## config.mk

```make
export PLATFORM = sky130hd
export DESIGN_NAME = midi_event_select_transform
export DESIGN_NICKNAME = d
export VERILOG_FILES = /design/src/sv/mest_pkg.sv /design/src/sv/mest_div.sv /design/src/sv/midi_event_select_transform.sv
export VERILOG_INCLUDE_DIRS = /design/src /design/src/sv
export SDC_FILE = /design/constraint.sdc
export NUM_CORES = 2
export LEC_CHECK = 0
export BUFFER_PORTS_ARGS = -buffer_cell sky130_fd_sc_hd__buf_2
export CORE_MARGIN = 4
export CORE_UTILIZATION = 50
export DETAILED_ROUTE_END_ITERATION = 10
export PLACE_DENSITY = 0.74
export SLEW_MARGIN = 20
export SYNTH_ARGS = -nofsm -noshare
export SYNTH_HDL_FRONTEND = slang
export SYNTH_SLANG_ARGS = --single-unit
```

## constraint.sdc

```tcl
create_clock -name i_clk -period 13.2 [get_ports i_clk]
set_input_delay 2.64 -clock i_clk [delete_from_list [all_inputs] [get_ports i_clk]]
set_output_delay 2.64 -clock i_clk [all_outputs]
set_load 0.01 [all_outputs]
```

## src/sv/midi_event_select_transform_assert.svh

```systemverilog
// Assertion macros for the MIDI event select and transform block.
// Included by midi_event_select_transform, which carries the concurrent assertions; no dependencies.
`ifndef MIDI_EVENT_SELECT_TRANSFORM_ASSERT_SVH
`define MIDI_EVENT_SELECT_TRANSFORM_ASSERT_SVH

// A property that must hold at every clock edge outside reset.
`define MEST_ASSERT(lbl, clk, rst_n, prop, msg) \
    lbl: assert property (@(posedge clk) disable iff (!rst_n) (prop)) else $error(msg);

// An implication checked at every clock edge outside reset.
`define MEST_ASSERT_IMPL(lbl, clk, rst_n, ante, cons, msg) \
    lbl: assert property (@(posedge clk) disable iff (!rst_n) (ante) |-> (cons)) else $error(msg);

`endif

```

## src/sv/mest_pkg.sv

```systemverilog
// Shared types, codes and helper functions of the MIDI event select and transform block.
// No dependencies; used by mest_div and midi_event_select_transform.
package mest_pkg;

    localparam int OPERAND_BITS_DEF = 10;
    localparam logic [7:0] NOTE_ON = 8'h90;
    localparam logic [7:0] NOTE_OFF = 8'h80;
    localparam logic [31:0] LFSR_MASK = 32'hD000_0001;
    localparam logic [6:0] DATA_TOP = 7'd127;
    localparam logic [6:0] CHAN_TOP = 7'd15;
    // Ceiling of 2^32 / 100. The high word of x * PERCENT_RECIP equals x / 100
    // (rounded down) for every x below 2^30.
    localparam logic [31:0] PERCENT_RECIP = 32'd42949673;
    localparam logic [31:0] PERCENT_HALF = 32'd50;
    localparam logic [31:0] PERCENT_TWICE = 32'd200;

    typedef struct packed {
        logic [7:0] event_kind;
        logic [6:0] first_data;
        logic [6:0] second_data;
        logic [3:0] channel_number;
    } t_in_item;

    typedef struct packed {
        logic [7:0] out_kind;
        logic [6:0] out_first;
        logic [6:0] out_second;
        logic [3:0] out_channel;
        logic       was_changed;
    } t_out_item;

    typedef struct packed {
        logic busy;
        logic done;
    } t_div_status;

    typedef enum logic [2:0] {
        REG_EVENT_RULES = 3'd0,
        REG_SELECT_A    = 3'd1,
        REG_SELECT_B    = 3'd2,
        REG_SELECT_CH   = 3'd3,
        REG_PROCESS_A   = 3'd4,
        REG_PROCESS_B   = 3'd5,
        REG_PROCESS_CH  = 3'd6,
        REG_RANDOM_SEED = 3'd7
    } t_reg_idx;

    typedef enum logic [1:0] {
        TYPE_ALL     = 2'd0,
        TYPE_EQUAL   = 2'd1,
        TYPE_UNEQUAL = 2'd2
    } t_type_mode;

    typedef enum logic [2:0] {
        CMP_IGNORE  = 3'd0,
        CMP_EQUAL   = 3'd1,
        CMP_UNEQUAL = 3'd2,
        CMP_HIGHER  = 3'd3,
        CMP_LOWER   = 3'd4,
        CMP_INSIDE  = 3'd5,
        CMP_OUTSIDE = 3'd6
    } t_cmp_op;

    typedef enum logic [3:0] {
        OP_KEEP    = 4'd0,
        OP_PLUS    = 4'd1,
        OP_MINUS   = 4'd2,
        OP_PCT_MUL = 4'd3,
        OP_PCT_DIV = 4'd4,
        OP_FIX     = 4'd5,
        OP_VALUE   = 4'd6,
        OP_INVERT  = 4'd7,
        OP_SCALE   = 4'd8,
        OP_FLIP    = 4'd9,
        OP_DYNAMIC = 4'd10,
        OP_RANDOM  = 4'd11
    } t_proc_op;

    typedef enum logic [1:0] {
        FLD_A  = 2'd0,
        FLD_B  = 2'd1,
        FLD_CH = 2'd2
    } t_field;

    typedef enum logic [1:0] {
        S_IDLE = 2'd0,
        S_PREP = 2'd1,
        S_DIV  = 2'd2,
        S_DONE = 2'd3
    } t_state;

    function automatic logic [31:0] lfsr_next(input logic [31:0] r);
        logic [31:0] s;
        s = {1'b0, r[31:1]};
        if (r[0]) begin
            s = s ^ LFSR_MASK;
        end
        return s;
    endfunction

    function automatic logic compare_pass(input logic [18:0] sel, input logic [6:0] v);
        logic [7:0] lo;
        logic [7:0] hi;
        logic [7:0] w;
        logic       pass;
        lo = sel[10:3];
        hi = sel[18:11];
        w = {1'b0, v};
        case (t_cmp_op'(sel[2:0]))
            CMP_EQUAL:   pass = (w == lo);
            CMP_UNEQUAL: pass = (w != lo);
            CMP_HIGHER:  pass = (w > lo);
            CMP_LOWER:   pass = (w < lo);
            CMP_INSIDE:  pass = (w >= lo) && (w < hi);
            CMP_OUTSIDE: pass = !((w >= lo) && (w < hi));
            default:     pass = 1'b1;
        endcase
        return pass;
    endfunction

    function automatic logic [6:0] clamp_val(input logic signed [33:0] r, input logic is_ch);
        logic signed [33:0] top;
        logic [6:0]         res;
        top = is_ch ? 34'(CHAN_TOP) : 34'(DATA_TOP);
        if (r < 0) begin
            res = 7'd0;
        end else if (r > top) begin
            res = top[6:0];
        end else begin
            res = r[6:0];
        end
        return res;
    endfunction

endpackage

```

## src/sv/mest_div.sv

```systemverilog
// Bit-serial restoring divider shared by the percent divide and random operations.
// Depends on mest_pkg for the status struct and the default divisor width.
module mest_div #(
    parameter int DIVISOR_BITS = mest_pkg::OPERAND_BITS_DEF + 1
) (
    input  logic                    i_clk,
    input  logic                    i_rst_n,
    input  logic                    i_start,
    input  logic [31:0]             i_dividend,
    input  logic [DIVISOR_BITS-1:0] i_divisor,
    output mest_pkg::t_div_status   o_status,
    output logic [31:0]             o_quotient,
    output logic [DIVISOR_BITS-1:0] o_remainder
);
    logic [31:0]             r_quot, n_quot;
    logic [DIVISOR_BITS-1:0] r_rem, n_rem;
    logic [DIVISOR_BITS-1:0] r_div;
    logic [4:0]              r_cnt;
    logic                    r_busy;
    logic                    r_done;
    logic [DIVISOR_BITS:0]   w_part;

    // One quotient bit per cycle, most significant first.
    always_comb begin
        w_part = {r_rem, r_quot[31]};
        n_quot = {r_quot[30:0], 1'b0};
        if (w_part >= {1'b0, r_div}) begin
            w_part = w_part - {1'b0, r_div};
            n_quot[0] = 1'b1;
        end
        n_rem = w_part[DIVISOR_BITS-1:0];
    end

    always_ff @(posedge i_clk) begin
        if (!i_rst_n) begin
            r_busy <= 1'b0;
            r_done <= 1'b0;
            r_cnt <= '0;
        end else begin
            r_done <= 1'b0;
            if (i_start) begin
                r_busy <= 1'b1;
                r_cnt <= '0;
            end else if (r_busy) begin
                r_cnt <= r_cnt + 5'd1;
                if (r_cnt == 5'd31) begin
                    r_busy <= 1'b0;
                    r_done <= 1'b1;
                end
            end
        end
    end

    always_ff @(posedge i_clk) begin
        if (i_start) begin
            r_quot <= i_dividend;
            r_rem <= '0;
            r_div <= i_divisor;
        end else if (r_busy) begin
            r_quot <= n_quot;
            r_rem <= n_rem;
        end
    end

    assign o_status.busy = r_busy;
    assign o_status.done = r_done;
    assign o_quotient = r_quot;
    assign o_remainder = r_rem;
endmodule

```

## src/sv/midi_event_select_transform.sv

```systemverilog
// MIDI event select and transform block: top level with register file and sequencer.
// Depends on mest_pkg, mest_div and midi_event_select_transform_assert.svh.
//
// Each input transfer carries one MIDI event. The event is checked against the type
// rule and the three compares in the cycle it is accepted. An event that does not
// match leaves as it came, with was_changed low. In filter mode a matching event is
// dropped and no output transfer follows. In transform mode the three fields A, B and
// channel are worked one after the other by a small sequencer around one shared
// bit-serial divider, which serves percent divide and the random modulo. Percent
// multiply divides by a constant and uses a reciprocal multiplication instead. A
// field that needs the divider passes the prep state and then waits in the divide
// state while the divider works its 32 quotient steps; a percent multiply registers
// its product in the prep state and is scaled in the divide state; any other field
// is stored straight from the prep state. The input stays stalled until the result
// has moved into the output register, so a finished result may wait for the receiver
// while the next event is already accepted. The random generator is a 32-bit Galois
// LFSR that steps once for each random field with a nonzero range, and is loaded when
// random_seed is written (zero loads one). Registers sit on the APB port at byte
// address 4*i (8*i when the operand width needs 64-bit data); pready is always high
// and reads return the register value.
module midi_event_select_transform #(
    parameter int OPERAND_BITS = mest_pkg::OPERAND_BITS_DEF
) (
    input  logic                  i_clk,
    input  logic                  i_rst_n,
    input  logic                  i_in_valid,
    output logic                  o_in_stall,
    input  mest_pkg::t_in_item    i_in_data,
    output logic                  o_out_valid,
    input  logic                  i_out_stall,
    output mest_pkg::t_out_item   o_out_data,
    input  logic                  psel,
    input  logic                  penable,
    input  logic                  pwrite,
    input  logic [((4 + 2 * OPERAND_BITS > 32) ? 6 : 5) - 1:0] paddr,
    input  logic [((4 + 2 * OPERAND_BITS > 32) ? 64 : 32) - 1:0] pwdata,
    output logic [((4 + 2 * OPERAND_BITS > 32) ? 64 : 32) - 1:0] prdata,
    output logic                  pready
);
    `include "midi_event_select_transform_assert.svh"

    localparam int PW = 4 + 2 * OPERAND_BITS;
    localparam int DATA_W = (PW > 32) ? 64 : 32;
    localparam int ADDR_LSB = (PW > 32) ? 3 : 2;
    localparam int ADDR_W = ADDR_LSB + 3;
    localparam int DW = OPERAND_BITS + 1;

    // Configuration registers.
    logic [19:0]   r_rules;
    logic [18:0]   r_sel_a, r_sel_b, r_sel_ch;
    logic [PW-1:0] r_proc_a, r_proc_b, r_proc_ch;
    logic [31:0]   r_seed;
    logic [31:0]   r_rand;

    logic             w_cfg_wr;
    mest_pkg::t_reg_idx w_idx;

    assign pready = 1'b1;
    assign w_cfg_wr = psel && penable && pwrite;
    assign w_idx = mest_pkg::t_reg_idx'(paddr[ADDR_W-1:ADDR_LSB]);

    always_comb begin
        case (w_idx)
            mest_pkg::REG_EVENT_RULES: prdata = DATA_W'(r_rules);
            mest_pkg::REG_SELECT_A:    prdata = DATA_W'(r_sel_a);
            mest_pkg::REG_SELECT_B:    prdata = DATA_W'(r_sel_b);
            mest_pkg::REG_SELECT_CH:   prdata = DATA_W'(r_sel_ch);
            mest_pkg::REG_PROCESS_A:   prdata = DATA_W'(r_proc_a);
            mest_pkg::REG_PROCESS_B:   prdata = DATA_W'(r_proc_b);
            mest_pkg::REG_PROCESS_CH:  prdata = DATA_W'(r_proc_ch);
            mest_pkg::REG_RANDOM_SEED: prdata = DATA_W'(r_seed);
            default:                   prdata = '0;
        endcase
    end

    // Sequencer state and datapath registers.
    mest_pkg::t_state r_state, n_state;
    logic [1:0]   r_fld;
    logic [7:0]   r_kind;
    logic [6:0]   r_a, r_b, r_ch;
    logic [6:0]   r_res_a, r_res_b, r_res_ch;
    logic         r_changed;
    logic         r_use_rem;
    logic         r_use_recip;
    logic [31:0]  r_prod;
    logic [OPERAND_BITS-1:0] r_base;
    logic         r_out_valid;
    mest_pkg::t_out_item r_out;

    // Control from the sequencer.
    logic w_accept, w_start, w_go_div, w_store_direct, w_store_div, w_load_out, w_step;

    // Match decision on the incoming event.
    logic w_is_note, w_hit, w_type_ok, w_match;
    always_comb begin
        w_is_note = (i_in_data.event_kind == mest_pkg::NOTE_ON)
                 || (i_in_data.event_kind == mest_pkg::NOTE_OFF);
        w_hit = w_is_note ? (r_rules[9:2] == mest_pkg::NOTE_ON)
                          : (i_in_data.event_kind == r_rules[9:2]);
        case (mest_pkg::t_type_mode'(r_rules[1:0]))
            mest_pkg::TYPE_EQUAL:   w_type_ok = w_hit;
            mest_pkg::TYPE_UNEQUAL: w_type_ok = !w_hit;
            default:                w_type_ok = 1'b1;
        endcase
        w_match = w_type_ok
               && mest_pkg::compare_pass(r_sel_a, i_in_data.first_data)
               && mest_pkg::compare_pass(r_sel_b, i_in_data.second_data)
               && mest_pkg::compare_pass(r_sel_ch, {3'b0, i_in_data.channel_number});
    end

    // Operation setup for the current field.
    logic [PW-1:0]           w_proc;
    logic [6:0]              w_v;
    logic [OPERAND_BITS-1:0] w_p1, w_p2, w_other;
    logic                    w_is_ch;
    logic                    w_need_div, w_use_rem, w_pct_mul;
    logic [31:0]             w_dividend;
    logic [DW-1:0]           w_divisor;
    logic [OPERAND_BITS-1:0] w_base;
    logic signed [33:0]      w_direct;
    logic [31:0]             w_rand_next;

    always_comb begin
        case (mest_pkg::t_field'(r_fld))
            mest_pkg::FLD_A: begin
                w_proc = r_proc_a;
                w_v = r_a;
                w_other = r_proc_b[4 +: OPERAND_BITS];
            end
            mest_pkg::FLD_B: begin
                w_proc = r_proc_b;
                w_v = r_b;
                w_other = r_proc_a[4 +: OPERAND_BITS];
            end
            default: begin
                w_proc = r_proc_ch;
                w_v = r_ch;
                w_other = r_proc_ch[4 +: OPERAND_BITS];
            end
        endcase
        w_is_ch = (r_fld == mest_pkg::FLD_CH);
        w_p1 = w_proc[4 +: OPERAND_BITS];
        w_p2 = w_proc[4 + OPERAND_BITS +: OPERAND_BITS];
        w_rand_next = mest_pkg::lfsr_next(r_rand);
        w_need_div = 1'b0;
        w_use_rem = 1'b0;
        w_pct_mul = 1'b0;
        w_dividend = '0;
        w_divisor = '0;
        w_base = '0;
        w_direct = 34'(w_v);
        case (mest_pkg::t_proc_op'(w_proc[3:0]))
            mest_pkg::OP_PLUS:  w_direct = 34'(w_v) + 34'(w_p1);
            mest_pkg::OP_MINUS: w_direct = 34'(w_v) - 34'(w_p1);
            mest_pkg::OP_PCT_MUL: begin
                // The product is registered here and scaled by the reciprocal of
                // one hundred in the next cycle; the divider is not started.
                w_need_div = 1'b1;
                w_pct_mul = 1'b1;
                w_dividend = 32'(w_v) * 32'(w_p1) + mest_pkg::PERCENT_HALF;
            end
            mest_pkg::OP_PCT_DIV: begin
                if (w_p1 == '0) begin
                    w_direct = (w_v != 7'd0) ? 34'(mest_pkg::DATA_TOP) : 34'd0;
                end else begin
                    w_need_div = 1'b1;
                    w_dividend = 32'(w_v) * mest_pkg::PERCENT_TWICE + 32'(w_p1);
                    w_divisor = {w_p1, 1'b0};
                end
            end
            mest_pkg::OP_FIX:   w_direct = 34'(w_p1);
            mest_pkg::OP_VALUE: w_direct = 34'(w_other);
            mest_pkg::OP_INVERT: begin
                // Channel inverts around sixteen, the data bytes around 127.
                w_direct = w_is_ch ? (34'(mest_pkg::CHAN_TOP) + 34'd1 - 34'(w_v))
                                   : (34'(mest_pkg::DATA_TOP) - 34'(w_v));
            end
            mest_pkg::OP_FLIP: begin
                if (r_fld == mest_pkg::FLD_A) begin
                    w_direct = 34'(w_p1) - 34'(w_v);
                end
            end
            mest_pkg::OP_RANDOM: begin
                if (w_p2 == w_p1) begin
                    w_direct = 34'(w_p1);
                end else begin
                    w_need_div = 1'b1;
                    w_use_rem = 1'b1;
                    w_dividend = w_rand_next;
                    if (w_p2 > w_p1) begin
                        w_divisor = DW'(w_p2 - w_p1);
                        w_base = w_p1;
                    end else begin
                        w_divisor = DW'(w_p1 - w_p2);
                        w_base = w_p2;
                    end
                end
            end
            default: w_direct = 34'(w_v);
        endcase
    end

    // Shared divider.
    mest_pkg::t_div_status w_div;
    logic [31:0]           w_quot;
    logic [DW-1:0]         w_rem;

    mest_div #(
        .DIVISOR_BITS(DW)
    ) u_div (
        .i_clk      (i_clk),
        .i_rst_n    (i_rst_n),
        .i_start    (w_start),
        .i_dividend (w_dividend),
        .i_divisor  (w_divisor),
        .o_status   (w_div),
        .o_quotient (w_quot),
        .o_remainder(w_rem)
    );

    logic [63:0]        w_recip;
    logic signed [33:0] w_div_val;
    logic [6:0]         w_result;
    always_comb begin
        w_recip = r_prod * mest_pkg::PERCENT_RECIP;
        if (r_use_recip) begin
            w_div_val = 34'(w_recip[63:32]);
        end else begin
            w_div_val = r_use_rem ? (34'(w_rem) + 34'(r_base)) : 34'(w_quot);
        end
        w_result = mest_pkg::clamp_val(w_store_div ? w_div_val : w_direct, w_is_ch);
    end

    // Sequencer: next state and control.
    always_comb begin
        n_state = r_state;
        w_accept = 1'b0;
        w_start = 1'b0;
        w_go_div = 1'b0;
        w_store_direct = 1'b0;
        w_store_div = 1'b0;
        w_load_out = 1'b0;
        w_step = 1'b0;
        o_in_stall = 1'b1;
        case (r_state)
            mest_pkg::S_IDLE: begin
                o_in_stall = 1'b0;
                if (i_in_valid) begin
                    w_accept = 1'b1;
                    if (!w_match) begin
                        n_state = mest_pkg::S_DONE;
                    end else if (r_rules[10]) begin
                        n_state = mest_pkg::S_IDLE;
                    end else begin
                        n_state = mest_pkg::S_PREP;
                    end
                end
            end
            mest_pkg::S_PREP: begin
                if (w_need_div) begin
                    w_go_div = 1'b1;
                    w_start = !w_pct_mul;
                    w_step = w_use_rem;
                    n_state = mest_pkg::S_DIV;
                end else begin
                    w_store_direct = 1'b1;
                    n_state = (r_fld == mest_pkg::FLD_CH) ? mest_pkg::S_DONE
                                                           : mest_pkg::S_PREP;
                end
            end
            mest_pkg::S_DIV: begin
                if (w_div.done || r_use_recip) begin
                    w_store_div = 1'b1;
                    n_state = (r_fld == mest_pkg::FLD_CH) ? mest_pkg::S_DONE
                                                           : mest_pkg::S_PREP;
                end
            end
            mest_pkg::S_DONE: begin
                if (!r_out_valid || !i_out_stall) begin
                    w_load_out = 1'b1;
                    n_state = mest_pkg::S_IDLE;
                end
            end
            default: n_state = mest_pkg::S_IDLE;
        endcase
    end

    always_ff @(posedge i_clk) begin
        if (!i_rst_n) begin
            r_state <= mest_pkg::S_IDLE;
        end else begin
            r_state <= n_state;
        end
    end

    // Control registers, configuration and random generator.
    always_ff @(posedge i_clk) begin
        if (!i_rst_n) begin
            r_rules <= 20'd590400;
            r_sel_a <= '0;
            r_sel_b <= '0;
            r_sel_ch <= '0;
            r_proc_a <= '0;
            r_proc_b <= '0;
            r_proc_ch <= '0;
            r_seed <= 32'd1;
            r_rand <= 32'd1;
            r_fld <= mest_pkg::FLD_A;
            r_out_valid <= 1'b0;
        end else begin
            if (w_cfg_wr) begin
                case (w_idx)
                    mest_pkg::REG_EVENT_RULES: r_rules <= pwdata[19:0];
                    mest_pkg::REG_SELECT_A:    r_sel_a <= pwdata[18:0];
                    mest_pkg::REG_SELECT_B:    r_sel_b <= pwdata[18:0];
                    mest_pkg::REG_SELECT_CH:   r_sel_ch <= pwdata[18:0];
                    mest_pkg::REG_PROCESS_A:   r_proc_a <= pwdata[PW-1:0];
                    mest_pkg::REG_PROCESS_B:   r_proc_b <= pwdata[PW-1:0];
                    mest_pkg::REG_PROCESS_CH:  r_proc_ch <= pwdata[PW-1:0];
                    mest_pkg::REG_RANDOM_SEED: begin
                        r_seed <= pwdata[31:0];
                        r_rand <= (pwdata[31:0] != 32'd0) ? pwdata[31:0] : 32'd1;
                    end
                    default: r_seed <= r_seed;
                endcase
            end else if (w_step) begin
                r_rand <= w_rand_next;
            end
            if (w_accept) begin
                r_fld <= mest_pkg::FLD_A;
            end else if (w_store_direct || w_store_div) begin
                if (r_fld != mest_pkg::FLD_CH) begin
                    r_fld <= r_fld + 2'd1;
                end
            end
            if (w_load_out) begin
                r_out_valid <= 1'b1;
            end else if (!i_out_stall) begin
                r_out_valid <= 1'b0;
            end
        end
    end

    // Payload registers.
    always_ff @(posedge i_clk) begin
        if (w_accept) begin
            r_kind <= (w_match && r_rules[11]) ? r_rules[19:12] : i_in_data.event_kind;
            r_a <= i_in_data.first_data;
            r_b <= i_in_data.second_data;
            r_ch <= {3'b0, i_in_data.channel_number};
            r_res_a <= i_in_data.first_data;
            r_res_b <= i_in_data.second_data;
            r_res_ch <= {3'b0, i_in_data.channel_number};
            r_changed <= w_match;
        end
        if (w_go_div) begin
            r_use_rem <= w_use_rem;
            r_use_recip <= w_pct_mul;
            r_base <= w_base;
            r_prod <= w_dividend;
        end
        if (w_store_direct || w_store_div) begin
            case (mest_pkg::t_field'(r_fld))
                mest_pkg::FLD_A: r_res_a <= w_result;
                mest_pkg::FLD_B: r_res_b <= w_result;
                default:         r_res_ch <= w_result;
            endcase
        end
        if (w_load_out) begin
            r_out.out_kind <= r_kind;
            r_out.out_first <= r_res_a;
            r_out.out_second <= r_res_b;
            r_out.out_channel <= r_res_ch[3:0];
            r_out.was_changed <= r_changed;
        end
    end

    assign o_out_valid = r_out_valid;
    assign o_out_data = r_out;

    // The divider only reports completion while the sequencer waits for it.
    `MEST_ASSERT_IMPL(a_div_done_in_div, i_clk, i_rst_n, w_div.done,
        r_state == mest_pkg::S_DIV, "divider finished outside its wait state")
    // The random generator never falls into the all-zero lock-up state.
    `MEST_ASSERT(a_rand_nonzero, i_clk, i_rst_n, r_rand != 32'd0,
        "random generator reached zero")
    // The field counter never runs past the channel field.
    `MEST_ASSERT(a_fld_range, i_clk, i_rst_n, r_fld != 2'd3,
        "field counter out of range")
    // A new result is only loaded when the output register is free or being emptied.
    `MEST_ASSERT_IMPL(a_no_overwrite, i_clk, i_rst_n, w_load_out,
        !r_out_valid || !i_out_stall, "pending result overwritten")
endmodule
```

==> summary.txt <==
Detailed routing
  • Drt total wl: 126000 um
  • Vias per cell: about 6.0
  • Pre-antenna DRT Iters: 6
  • DRC Markers: 0
  • 1st-iter DRT viols: 3197
  • Antenna Nets Post-Route: 0
  • WL/cell: approximately 23 um
  • Vias: between 30000 and 40000

Finish
  • Register area: roughly 9300 sq um
  • Share of layout cells above drive strength 1: 0.0791
  • P&R area growth vs syn: 7.56%
  • Most common cell after layout, fill and taps aside: inv_1
  • NumNets Final: between 5000 and 6000
  • Most frequent cells in the layout: 661 x inv_1, 587 x nand2_1, 521 x ha_1, 357 x fa_1, 253 x dfxtp_1
  • Fin cells: around 5500
  • Post-route design area: 43000 sq um
  • Filler cells: 7226
  • Area of the multi-input gates: between 20000 and 30000 sq um
  • Finished Core Util: 0.543

Timing
  • Fin crit share: 0.790
  • Pin slew with the least headroom to its limit: ~1.1 ns
  • Count of final setup violators: 0
  • Final WS setup: 2.77 ns
  • Slew margin rel.: 0.239
  • Max Transition Viols Final: 0
  • F_max: 95.9 MHz
  • Worst hold slack: 0.419 ns
  • Final min period: 10.43 ns
  • TNS Setup: 0 ns
  • Worst Skew: 0.0298 ns
  • RSZ-0062 raised after global routing: no
  • Final hold violation count: 0

Worst setup path
  • Buf+Inv Stages, Crit Path: 4
  • Kind of end point of the critical path: flip-flop
  • CP Launch Type: flip-flop
  • Worst Path Max Fanout: 9
  • CP Data Arrival Time: 10.88 ns
  • Top Family by Delay on Critical Path: adder cells
  • Most frequent CP cell: fa_1
  • Slowest-stage cell, CP: o21ai_0
  • Crit-path max cell delay: 0.70 ns
  • Crit path kind: flip-flop to flip-flop
  • CP required: 13.65 ns

GRT
  • First-pass GRT wire length: 192000 um
  • Vias in the first global route: 32700
  • GRT Total Usage: 0.291
  • Largest net degree at the start of global routing: 125
  • Grt total ovfl: 0
  • Initial antenna violation count: 2

Clock network
  • H-tree levels: 2
  • Clk buf depth: 3
  • CTS Buf Count: 41
  • # hold bufs at CTS: 0
  • Clock sink total: between 300 and 400
  • Post-CTS sizing: 0
  • Number of post-CTS setup repair buffers: 0
  • CTS tree: built
  • Insertion delay to the later sink of the worst-skew pair: 0.60 ns
  • Clock transition at the registers of the reported paths: 0.06 ns
  • Root Driver: clkbuf_16

Placement
  • DP Area: 41600 sq um
  • Hpwl dp: 98000 um
  • IO buf count: 128
  • Routability cong.: 0.977
  • Worst slack, placed: 3.12 ns
  • Placed Cells: 5438

Yosys
  • Avg Cell Area, Syn: roughly 9.1 sq um
  • Yosys cell types: ~110
  • Main flop type after synthesis: dfxtp_1
  • Post-synthesis net count: 5353
  • Synth area leader: fa_1
  • YS warnings: 0
  • Post-synth EDFFs: 141
  • Share of the synthesized area in the top cell type: 0.179
  • Cell count after synthesis: between 4000 and 5000
  • Area contributors post-synth: fa_1 18%, ha_1 16%, dfxtp_1 13%
  • Yosys reg bits: roughly 400
  • Sequential-to-total area share from yosys stat: 0.233
  • Cell Area, Synth: roughly 40000 sq um
  • Asr flop ratio synth: 0

Power
  • Peak VDD IR: 0.0956 mV
  • LEAKAGE: 19.0 nW
  • Power Total: 3.62 mW
  • Power Density: 84.2 nW/um^2

Floorplan
  • Die area: 84500 sq um
  • Initial Util: 0.505
  • Core region area: 79100 sq um
  • Core Rows: 103
  • Die W: approximately 290 um
  • Io pins: 132
  • Die Height: ~290 um

Min path
  • Hold WC Path Type: flip-flop to flip-flop

Job
  • Max Cap Viol: 0

Outcome
  • Status: finished, final reports clean
-- synthesized netlist by cell type (14+ instances only) --
| library cell | number |
|---|---|
| nor3_1 | 40 |
| nand2_1 | 587 |
| a31oi_1 | 30 |
| a221o_1 | 15 |
| xor2_1 | 29 |
| o21ai_0 | 119 |
| a211oi_1 | 32 |
| o31ai_1 | 16 |
| a21o_1 | 49 |
| nor2_1 | 232 |
| dfxtp_1 | 254 |
| and2_1 | 36 |
| ha_1 | 523 |
| o211ai_1 | 30 |
| clkbuf_1 | 158 |
| nor2b_1 | 24 |
| a221oi_1 | 60 |
| o21ai_1 | 14 |
| inv_1 | 661 |
| a21oi_1 | 186 |
| mux2i_1 | 48 |
| nand3_1 | 50 |
| and3_1 | 16 |
| o22ai_1 | 23 |
| a21boi_0 | 188 |
| mux2_2 | 48 |
| o21a_1 | 16 |
| o21bai_1 | 20 |
| nand2b_1 | 28 |
| fa_1 | 357 |
| xnor2_1 | 58 |
| a22o_1 | 21 |
| nor4_1 | 19 |
| nor3b_1 | 37 |
| nand4_1 | 26 |
| edfxtp_1 | 141 |
-- per-layer routing --
| layer | wire length [um] | GRT usage | part of all wire |
|---|---|---|---|
| met1 | 47500 | 0.359 | 0.38 |
| met2 | 59400 | 0.487 | 0.47 |
| met3 | 10900 | 0.0546 | 0.086 |
| met4 | 8130 | 0.152 | 0.065 |
| met5 | 23 | 0 | 0.00018 |
-- report_power, final --
group          total (mW)  internal, mW  switching (mW)
Clock                1.22         0.699           0.523
Combinational        1.05         0.387           0.666
Sequential           1.35          1.31          0.0318
Total                3.62          2.40            1.22
-- flip-flops by register name (all words and copies together), names as in the netlist, 20 cells and up --
| name | flops |
|---|---|
| r_rand | 32 |
| r_rules | 20 |
| r_proc_ch | 24 |
| u_div.o_quotient | 32 |
| o_out_data | 27 |
| r_proc_b | 24 |
| r_proc_a | 24 |
| r_seed | 32 |
| r_prod | 32 |
-- cells by family (layout without fill, tap and decap cells) --
family	Yosys count	after routing	share of synthesized area
compound gates	909	909	0.157
xor+xnor	87	87	0.0191
fa+ha+maj	881	881	0.343
buf+inv	867	928	0.0827
flops	395	395	0.233
mux	116	116	0.0346
other cells	1	2	0.0000938
simple gates	1147	1147	0.131
-- worst paths after layout --
path | depth (start not counted) | endpoint | slack (ns) | startpoint
setup / recovery | 32 | r_res_b[4] | 2.77 | r_prod[7]
hold / removal | 0 | o_out_data[19] | 0.42 | r_kind[0]
setup reg to reg | 32 | r_res_b[4] | 2.77 | r_prod[7]
hold reg to reg | 0 | o_out_data[19] | 0.42 | r_kind[0]
-- final cells by class --
cell class,count,area share
clock inverters,25,0.00681
multi-input cells,3141,0.638
repair buffers,174,0.0231
diodes,1,0.0000582
well taps,1050,0.0306
inverters,678,0.0593
flip-flops and latches,395,0.217
clock buffers,51,0.0257
No activity file was read; power rests on OpenSTA's default activity.
